`config.mk`:
```
export PLATFORM = sky130hd
export DESIGN_NAME = ring_buffer_deque
export DESIGN_NICKNAME = d
export VERILOG_FILES = /design/src/hdl/rbd_pkg.sv /design/src/hdl/ring_buffer_deque.sv /design/src/hdl/rbd_cell.sv
export SDC_FILE = /design/constraint.sdc
export NUM_CORES = 1
export LEC_CHECK = 0
export ABC_AREA = 1
export BUFFER_PORTS_ARGS = -buffer_cell sky130_fd_sc_hd__buf_2
export CORE_AREA = 2 2 222 224
export CTS_CLUSTER_SIZE = 25
export DETAILED_ROUTE_END_ITERATION = 16
export DIE_AREA = 0 0 224 226
export PLACE_DENSITY_LB_ADDON = 0.12
export SLEW_MARGIN = 20
export SYNTH_ARGS = -nofsm -noshare
export SYNTH_HDL_FRONTEND = slang
export SYNTH_SLANG_ARGS = --single-unit
```
`constraint.sdc`:
```
create_clock -name clk -period 9.8 [get_ports clk]
set_input_delay 0.98 -clock clk [delete_from_list [all_inputs] [get_ports clk]]
set_output_delay 0.98 -clock clk [all_outputs]
set_load 0.03 [all_outputs]
```
`src/hdl/rbd_pkg.sv`:
```
`timescale 1ns / 1ps

package rbd_pkg;

  localparam int DEPTH      = 16;
  localparam int DATA_WIDTH = 32;
  localparam int SLOT_W     = $clog2(DEPTH);
  localparam int COUNT_W    = $clog2(DEPTH + 1);
  localparam int KIND_W     = 3;
  localparam int STATUS_W   = 2;
  localparam int INDEX_W    = 4;

  typedef enum logic [KIND_W-1:0] {
    KIND_PUSH_BACK  = 3'd0,
    KIND_PUSH_FRONT = 3'd1,
    KIND_POP_BACK   = 3'd2,
    KIND_POP_FRONT  = 3'd3,
    KIND_READ       = 3'd4
  } kind_t;

  typedef enum logic [STATUS_W-1:0] {
    STATUS_OK    = 2'd0,
    STATUS_FULL  = 2'd1,
    STATUS_EMPTY = 2'd2,
    STATUS_RANGE = 2'd3
  } status_t;

  // control broadcast to every cell of the row
  typedef struct packed {
    logic              shift_back;
    logic              shift_front;
    logic              load;
    logic [SLOT_W-1:0] wr_addr;
    logic [SLOT_W-1:0] rd_addr;
  } cell_ctl_t;

endpackage

```
`src/hdl/ring_buffer_deque.sv`:
```
`timescale 1ns / 1ps
// double-ended queue as a row of 16 shifting cells, front element in cell 0
// results: each accepted operation writes its result into the output register
// throughput: 1 operation per cycle while the output is not stalled, set by the cell shift and read tap
// reset: fill level cleared, output empty; cell contents undefined until pushed
module ring_buffer_deque (
  input  logic                               clk,
  input  logic                               rst,
  input  logic                               in_valid,
  output logic                               in_stall,
  input  logic [rbd_pkg::KIND_W-1:0]         kind,
  input  logic [rbd_pkg::DATA_WIDTH-1:0]     value,
  input  logic [rbd_pkg::INDEX_W-1:0]        index,
  output logic                               out_valid,
  input  logic                               out_stall,
  output logic [rbd_pkg::DATA_WIDTH-1:0]     read_value,
  output logic [rbd_pkg::STATUS_W-1:0]       status,
  output logic [rbd_pkg::COUNT_W-1:0]        count
);

  logic                               accept;
  logic [rbd_pkg::COUNT_W-1:0]        fill;
  logic [rbd_pkg::COUNT_W-1:0]        fill_next;
  rbd_pkg::status_t                   st;
  logic                               rd_en;
  rbd_pkg::cell_ctl_t                 ctl;
  rbd_pkg::cell_ctl_t                 ctl_op;
  logic [rbd_pkg::DATA_WIDTH-1:0]     cell_data [rbd_pkg::DEPTH];
  logic [rbd_pkg::DATA_WIDTH-1:0]     cell_tap  [rbd_pkg::DEPTH];
  logic [rbd_pkg::DATA_WIDTH-1:0]     rd_bus;
  logic                               full;
  logic                               empty;
  logic [rbd_pkg::COUNT_W-1:0]        fill_dec;

  assign in_stall = out_valid && out_stall;
  assign accept   = in_valid && !in_stall;
  assign full     = (fill == rbd_pkg::COUNT_W'(rbd_pkg::DEPTH));
  assign empty    = (fill == '0);
  assign fill_dec = fill - rbd_pkg::COUNT_W'(1);

  always_comb begin
    ctl_op             = '0;
    st                 = rbd_pkg::STATUS_OK;
    rd_en              = 1'b0;
    fill_next          = fill;
    case (rbd_pkg::kind_t'(kind))
      rbd_pkg::KIND_PUSH_BACK: begin
        if (full) begin
          st = rbd_pkg::STATUS_FULL;
        end else begin
          ctl_op.load    = 1'b1;
          ctl_op.wr_addr = fill[rbd_pkg::SLOT_W-1:0];
          fill_next      = fill + rbd_pkg::COUNT_W'(1);
        end
      end
      rbd_pkg::KIND_PUSH_FRONT: begin
        if (full) begin
          st = rbd_pkg::STATUS_FULL;
        end else begin
          ctl_op.shift_back = 1'b1;
          fill_next         = fill + rbd_pkg::COUNT_W'(1);
        end
      end
      rbd_pkg::KIND_POP_BACK: begin
        if (empty) begin
          st = rbd_pkg::STATUS_EMPTY;
        end else begin
          rd_en          = 1'b1;
          ctl_op.rd_addr = fill_dec[rbd_pkg::SLOT_W-1:0];
          fill_next      = fill_dec;
        end
      end
      rbd_pkg::KIND_POP_FRONT: begin
        if (empty) begin
          st = rbd_pkg::STATUS_EMPTY;
        end else begin
          rd_en              = 1'b1;
          ctl_op.rd_addr     = '0;
          ctl_op.shift_front = 1'b1;
          fill_next          = fill_dec;
        end
      end
      rbd_pkg::KIND_READ: begin
        if (rbd_pkg::COUNT_W'(index) >= fill) begin
          st = rbd_pkg::STATUS_RANGE;
        end else begin
          rd_en          = 1'b1;
          ctl_op.rd_addr = rbd_pkg::SLOT_W'(index);
        end
      end
      default: begin
      end
    endcase
  end

  // cells only move on a transfer; read address stays live for the tap bus
  always_comb begin
    ctl             = ctl_op;
    ctl.shift_back  = ctl_op.shift_back && accept;
    ctl.shift_front = ctl_op.shift_front && accept;
    ctl.load        = ctl_op.load && accept;
  end

  for (genvar i = 0; i < rbd_pkg::DEPTH; i++) begin : g_cell
    logic [rbd_pkg::DATA_WIDTH-1:0] front_in;
    logic [rbd_pkg::DATA_WIDTH-1:0] back_in;
    if (i == 0) begin : g_first
      assign front_in = value;
    end else begin : g_mid
      assign front_in = cell_data[i-1];
    end
    if (i == rbd_pkg::DEPTH - 1) begin : g_last
      assign back_in = '0;
    end else begin : g_inner
      assign back_in = cell_data[i+1];
    end
    rbd_cell u_cell (
      .clk        (clk),
      .idx        (rbd_pkg::SLOT_W'(i)),
      .ctl        (ctl),
      .value      (value),
      .from_front (front_in),
      .from_back  (back_in),
      .data       (cell_data[i]),
      .tap        (cell_tap[i])
    );
  end

  always_comb begin
    rd_bus = '0;
    for (int i = 0; i < rbd_pkg::DEPTH; i++) begin
      rd_bus = rd_bus | cell_tap[i];
    end
  end

  always_ff @(posedge clk) begin
    if (rst) begin
      fill      <= '0;
      out_valid <= 1'b0;
    end else begin
      if (accept) begin
        fill      <= fill_next;
        out_valid <= 1'b1;
      end else if (!out_stall) begin
        out_valid <= 1'b0;
      end
    end
  end

  always_ff @(posedge clk) begin
    if (accept) begin
      read_value <= rd_en ? rd_bus : '0;
      status     <= st;
      count      <= fill_next;
    end
  end

endmodule

```
`src/hdl/rbd_cell.sv`:
```
`timescale 1ns / 1ps

module rbd_cell (
  input  logic                            clk,
  input  logic [rbd_pkg::SLOT_W-1:0]      idx,
  input  rbd_pkg::cell_ctl_t              ctl,
  input  logic [rbd_pkg::DATA_WIDTH-1:0]  value,
  input  logic [rbd_pkg::DATA_WIDTH-1:0]  from_front,
  input  logic [rbd_pkg::DATA_WIDTH-1:0]  from_back,
  output logic [rbd_pkg::DATA_WIDTH-1:0]  data,
  output logic [rbd_pkg::DATA_WIDTH-1:0]  tap
);

  always_ff @(posedge clk) begin
    if (ctl.shift_back) begin
      data <= from_front;
    end else if (ctl.shift_front) begin
      data <= from_back;
    end else if (ctl.load && (ctl.wr_addr == idx)) begin
      data <= value;
    end
  end

  assign tap = (ctl.rd_addr == idx) ? data : '0;

endmodule

```
==> impl_results.md, run 1 <==
* Reported net switching power at 0.00148 W
* Post-place setup slack at 3510 ps
* Critical hold path startpoint: out_valid
* Top cell type by total area after synthesis: edfxtp_1
* Async set or reset register ratio after synthesis at 0%
* Vias in the first global route at 23645
* Worst hold endpoint: out_valid
* Total of endpoints with negative setup slack in the final report at 0
* Leakage at 12.6 nW
* Simple logic cell fraction of the synthesized area at 25.6%
* Standard-cell row count at 81
* Number of stages on the worst hold path at 2
* Core box area at 48300 sq um
* WL per Instance at 22.3 microns
* Register-to-register path setup slack at 4070 ps
* Count of non-filler cells in the finished layout at 3864
* Power Dens Cells at 174 nW/um^2
* Net count, final at 3253
* Endpoint type of the worst setup path: flip-flop
* Post-synthesis xor/xnor area fraction at 0.0891%
* Highest clock rate at 0.170 GHz
* Total setup buffers inserted after CTS at 0
* Yosys top cell area share at 56.1%
* First-iteration detailed-routing DRC count at 3444
* Multi-input combinational cell area at 10800 sq um
* RSZ-0062 raised after global routing: false
* H-tree lvl count at 2
* Multiplexer area fraction after synthesis at 0%
* Routed wire length at 86000 microns
* Largest family of logic cells by synthesized area: simple AND/OR/NAND/NOR gates
* Sequential group share of total power at 51.0%
* Number of placed cells counting well taps at 3764
* Largest net degree at the start of global routing at 217
* # resized after CTS at 0
* Worst voltage drop across the vdd grid at 0.000148 V
* Worst slew margin relative to its limit at 25.0%
* Synthesis Warnings at 0
* Most used DFF post-synth: edfxtp_1
* Count of endpoints failing hold in the final timing report at 0
* Length of the first detailed-routing pass in iterations at 6
* Setup total negative slack at 0 ps
* Maximum root-to-sink buffer count at 3
* Synth Cell Area at 29500 sq um
* Clock tree root driver cell: clkbuf_16
* Final Max Tran Viols at 0
* Ranking of synthesized cells by area: edfxtp_1 56%, nand3_1 11%, nand2_1 11%
* Residual DRC count at 0
* Adder and majority gate portion of the synthesized area at 0.382%
* Vias per cell at 6.45
* Worst slew pin tran at 1130 ps
* Overall track demand over capacity in global routing at 33.9%
* Post-DRT Antenna Nets at 0
* Clock Latency Late Sink at 630 ps
* Initial antenna violation count at 0
* Crit path DAT at 6130 ps
* Slack of the critical path at 3920 ps
* Combinational share of power at 12.0%
* Result of the run: finished, final reports clean
* Syn Inst Count at 3275
* Total number of vias at 24914
* Critical register-to-register path startpoint: out_valid
* Clock Pin Slew Worst Setup and Hold Paths at 60 ps
* Clk network pwr share at 37.0%
* Critical path type: input port to flip-flop
* Required time worst endpoint at 10050 ps
* Capture point of the worst reg-to-reg path: g_cell[6].u_cell.data[13]
* Final Power at 0.00552 W
* Maxcap violations at 0
* Chip Height at 226 microns
* Number of CTS-inserted buffers at 57
* CP cell instances: buf_2 > nand2_1 > inv_2 > nor2_4 > buf_4 > inv_1 > nor3_4 > buf_12 > inv_8 > nand2_1 > clkinv_2 > buf_4 > o21ai_4 > buf_4
* Switching share of total power at 26.8%
* Initial Util at 61.0%
* Routability congestion estimate at 0.870
* Num ports at 84
* Worst-path maximum fanout at 216
* CTS tree: done
* Cell at the slowest stage of the critical path: buf_12
* Synthesized-area fraction occupied by ao, oa, aoi and oai cells at 9.78%
* Width of the chip at 224 microns
* Worst path most repeated cell: buf_4
* Sequential-to-total area share from yosys stat at 56.5%
* Shortest clock period the worst path allows after layout at 5880 ps
* Post-Synthesis Mean Instance Area at 9.00 sq um
* Internal power of the cells at 0.00405 W
* Number of distinct library cells after synthesis at 30
* Number of flops mapped to enable cells by yosys at 551
* Area occupied by registers at 16700 sq um
* Tcrit/Tclk final at 60.0%
* DP Wirelength at 48300 microns
* Critical Path Start Type: input port
* Sinks on the clock net at 557
* Post-synthesis net count at 3327
* Number of antenna diodes at 0
* Layout cells sized above 1 at 7.53%
* Slowest cell delay on critical path at 720 ps
* Port Buffer Count at 83
* Total Die Area at 50600 sq um
* Hold-fix buffers at CTS at 0
* Layout fillers at 3857
* Number of storage elements in the synthesis netlist at 557
* First-pass GRT wire length at 133000 microns
* Worst min-delay path category: flip-flop to flip-flop
* Area Growth Syn to Fin at 7.90%
* Max Clock Skew at 24.3 ps
* Length in cells of the worst reg-to-reg path at 13
* Grt ovf at 0
==> cells in the final DEF, fill, tap and decap left out, drive strengths merged, types with 2 or more instances in the layout <==
master    n
nand4     5
o21ai    89
nor2    216
inv     295
a21oi     6
clkinv   25
buf     124
bufinv    2
edfxtp  551
clkbuf   74
nand2   878
dfxtp     6
o211ai   93
xor2      3
o21bai    2
o221ai  192
ha        9
nand3   664
nor3      4
==> worst max-delay path by stage <==
stage,depth (start not counted),start,endpoint,slack [ps]
3_5_place_dp,14,out_stall,g_cell[6].u_cell.data[19],3510
4_1_cts,14,out_stall,g_cell[6].u_cell.data[1],4140
2_1_floorplan,7,out_stall,g_cell[13].u_cell.data[0],3360
5_1_grt,14,out_stall,g_cell[6].u_cell.data[19],3820
6_report,14,out_stall,g_cell[6].u_cell.data[13],3920
3_3_place_gp,14,out_stall,g_cell[6].u_cell.data[14],3570
==> Yosys cell counts (6+ instances only) <==
library cell    n
edfxtp_1      551
nor2_1        215
clkbuf_1      124
nand2_2        11
ha_1            9
inv_1         289
o211ai_1       93
a21oi_1         6
inv_2           8
dfxtp_1         6
nand2_1       867
buf_1          10
o21ai_0        87
o221ai_1      192
buf_2         118
nand3_1       663
==> worst max-delay path: cells and delay by family <==
| family | cells | cell delay [ps] |
|---|---|---|
| simple gates | 4 | 670 |
| buf+inv | 9 | 3730 |
| compound gates | 1 | 390 |
==> stage by stage <==
stage          util (%)  area [sq um]  hold WS, ps
6_report           65.8         31800          513
5_1_grt            65.8         31800          555
4_1_cts            65.8         31800          512
3_5_place_dp       62.4         30200          502
3_3_place_gp       62.4         30200          513
2_1_floorplan         -         29500          538
==> power groups by stage <==
stage | clock network (W) | registers (W) | logic (W)
CTS | 0.00206 | 0.00282 | 0.000648
global route | 0.00213 | 0.00283 | 0.000713
global placement | 0 | 0.00286 | 0.000631
floorplan | 0 | 0.00289 | 0.000410
finish | 0.00205 | 0.00282 | 0.000660
detailed placement | 0 | 0.00287 | 0.000647
==> metal layers <==
layer	GRT usage (%)	part of all wire [%]	vias to the layer above
met5	0	0	-
met2	53.2	46	1551
met1	47.9	39	11808
met4	11.9	3.6	0
met3	5.84	11	222
li1	-	-	11333
==> registers in the layout, indices dropped and copies added (netlist names) <==
register and count:
read_value 32, fill 5, out_valid 1, g_cell.u_cell.data 512, status 2, count 5
==> cells by family (layout without fill, tap and decap cells) <==
kind of cell	count (synthesis)	count (layout)
AOI/OAI and AO/OA	384	384
xor gates and xnor gates	3	3
adders and majority gates	9	9
buffers and inverters	554	521
DFF	557	557
and+or+nand+nor	1768	1768
==> cell type report <==
| cell class | instances | share of cell area (%) |
|---|---|---|
| well taps | 622 | 2.45 |
| multi-input cells | 2164 | 34.0 |
| inverters | 297 | 3.55 |
| repair buffers | 124 | 2.36 |
| clock inverters | 26 | 0.550 |
| clock buffers | 74 | 4.68 |
| flip-flops and latches | 557 | 52.4 |
Power figures use the tool's default switching activity.
==> run 2, diff against run 1 <==
==> constraint.sdc (replaced) <==
create_clock -name clk -period 6 [get_ports clk]
set_input_delay 0.6 -clock clk [delete_from_list [all_inputs] [get_ports clk]]
set_output_delay 0.6 -clock clk [all_outputs]
set_load 0.03 [all_outputs]
==> run 2 against run 1 <==
Sequential power increased by 63%. Via count increased by 1.3%. Combinational power increased by 67%. Design area increased by 1.2%. Sequential share of layout area decreased by 0.61 points. Die area unchanged. Clock-buffer cell count decreased by 2. Final cell count increased by 0.54%. Largest cell class unchanged. Largest power group unchanged.
==> impl_results.md, run 2 (same netlist as run 1, synthesis figures left out) <==
* Endpoint type of the worst setup path: flip-flop
* Hold-fix buffers at CTS at 0
* Most flop-heavy register: g_cell.u_cell.data
* Length of the first detailed-routing pass in iterations at 6
* Final Max Tran Viols at 0
* Leakage at 12.8 nW
* Slack of the critical path at 1820 ps
* Residual DRC count at 0
* Standard-cell row count at 81
* DP Wirelength at 51700 microns
* Largest register FFs at 512
* Clk network pwr share at 38.7%
* Area occupied by registers at 16700 sq um
* Worst slew pin tran at 1170 ps
* Top flop regs: g_cell.u_cell.data: 512 flops, read_value: 32 flops
* Sinks on the clock net at 557
* Critical hold path startpoint: rst
* Switching share of total power at 26.6%
* Width of the chip at 224 microns
* Register-to-register path setup slack at 1820 ps
* Critical register-to-register path startpoint: fill[0]
* Clock Pin Slew Worst Setup and Hold Paths at 60 ps
* WL per Instance at 23.1 microns
* Layout cells sized above 1 at 8.21%
* Combinational share of power at 11.9%
* Vias in the first global route at 24042
* Worst min-delay path category: input port to flip-flop
* Setup total negative slack at 0 ps
* Post-route standard cell area excluding fillers at 32200 sq um
* Total of endpoints with negative setup slack in the final report at 0
* Max Clock Skew at 22.2 ps
* First-pass GRT wire length at 137000 microns
* Commonest cells after routing, fill and taps aside: 867 x nand2_1, 662 x nand3_1, 551 x edfxtp_1
* Worst-path maximum fanout at 96
* Routed wire length at 89600 microns
* Area Growth Syn to Fin at 9.18%
* Post-place setup slack at 1890 ps
* Num ports at 84
* Worst hold endpoint: fill[2]
* Initial Util at 61.0%
* Initial antenna violation count at 0
* Shortest clock period the worst path allows after layout at 4180 ps
* Layout fillers at 3882
* RSZ-0062 raised after global routing: false
* # resized after CTS at 0
* Largest net degree at the start of global routing at 120
* Vias per cell at 6.50
* Critical Path Start Type: flip-flop
* Capture point of the worst reg-to-reg path: g_cell[11].u_cell.data[17]
* Worst voltage drop across the vdd grid at 0.000262 V
* Core box area at 48300 sq um
* Length in cells of the worst reg-to-reg path at 11
* Count of endpoints failing hold in the final timing report at 0
* Total number of vias at 25234
* Grt ovf at 0
* Routability congestion estimate at 0.907
* Maxcap violations at 0
* Total placed instance area at 30300 sq um
* Net count, final at 3270
* H-tree lvl count at 2
* CTS tree: done
* Number of stages on the worst hold path at 2
* Clock Latency Late Sink at 640 ps
* Overall track demand over capacity in global routing at 35.2%
* Tcrit/Tclk final at 69.6%
* Most common cell after layout, fill and taps aside: nand2_1
* Power Dens Cells at 289 nW/um^2
* Total setup buffers inserted after CTS at 0
* Number of CTS-inserted buffers at 59
* Post-DRT Antenna Nets at 0
* First-iteration detailed-routing DRC count at 3309
* Maximum root-to-sink buffer count at 3
* Multi-input combinational cell area at 10800 sq um
* Clock tree root driver cell: clkbuf_16
* Worst slew margin relative to its limit at 21.9%
* Result of the run: finished, final reports clean
* Port Buffer Count at 83
* Internal power of the cells at 0.00683 W
* Total Die Area at 50600 sq um
* Critical path type: flip-flop to flip-flop
* Sequential group share of total power at 49.5%
* Reported net switching power at 0.00248 W
* Number of antenna diodes at 0
* Chip Height at 226 microns
* Required time worst endpoint at 6330 ps
* Crit path DAT at 4510 ps
* Highest clock rate at 0.239 GHz
run 2: cell types whose count changed in the layout (fill, tap and decap cells not counted), sizes merged:
cell and delta:
buf +15, clkinv +5, bufinv +3, clkbuf -2, clkinvlp +1, inv -1
run 2: how the worst max path moves through the flow:
stage,slack [ps],startpoint,cells past startpoint,to
CTS,1920,fill[0],11,g_cell[5].u_cell.data[7]
global placement,2020,out_stall,12,g_cell[6].u_cell.data[17]
finish,1820,fill[0],11,g_cell[11].u_cell.data[17]
global route,1640,fill[0],11,g_cell[5].u_cell.data[15]
floorplan,-60,out_stall,7,g_cell[13].u_cell.data[0]
detailed placement,1890,fill[0],11,g_cell[9].u_cell.data[17]
run 2: area by class of cell:
| class | count | share of cell area, % |
|---|---|---|
| Multi-Input combinational cell | 2164 | 33.6 |
| Timing Repair Buffer | 139 | 2.95 |
| Sequential cell | 557 | 51.8 |
| Clock inverter | 34 | 0.925 |
| Tap cell | 622 | 2.42 |
| Clock buffer | 72 | 4.80 |
| Inverter | 297 | 3.51 |
run 2: power groups by stage:
stage	Sequential, W	Clock, W	Combinational, W
floorplan	0.00472	0	0.000670
global placement	0.00468	0	0.00104
detailed placement	0.00468	0	0.00107
CTS	0.00460	0.00361	0.00108
global route	0.00462	0.00377	0.00119
finish	0.00461	0.00360	0.00110
run 2: per-layer routing:
layer,global-route usage [%],up-vias,share of wire (%)
met3,5.93,276,12
met4,15.0,0,4.2
met5,0,-,0
met1,48.1,11932,38
li1,-,11368,-
met2,56.1,1658,46
run 2: worst max-delay path: stages (launching register included):
cell	delay, ps
dfxtp_1	460
inv_1	200
ha_1	290
nand3_4	150
nand2_1	160
nor3_4	290
inv_8	280
nand2_1	170
clkinv_2	510
buf_4	550
nand2_1	510
o221ai_1	240
run 2: through the flow:
stage | instances | hold slack [ps] | total power (W) | util [%]
after floorplan | 3275 | 538 | 0.00539 | -
final | 3885 | 252 | 0.00931 | 66.6
after detailed placement | 3777 | 515 | 0.00576 | 62.7
after global routing | 3885 | 246 | 0.00957 | 66.6
after CTS | 3883 | 229 | 0.00929 | 66.5
after global placement | 3776 | 511 | 0.00572 | 62.6
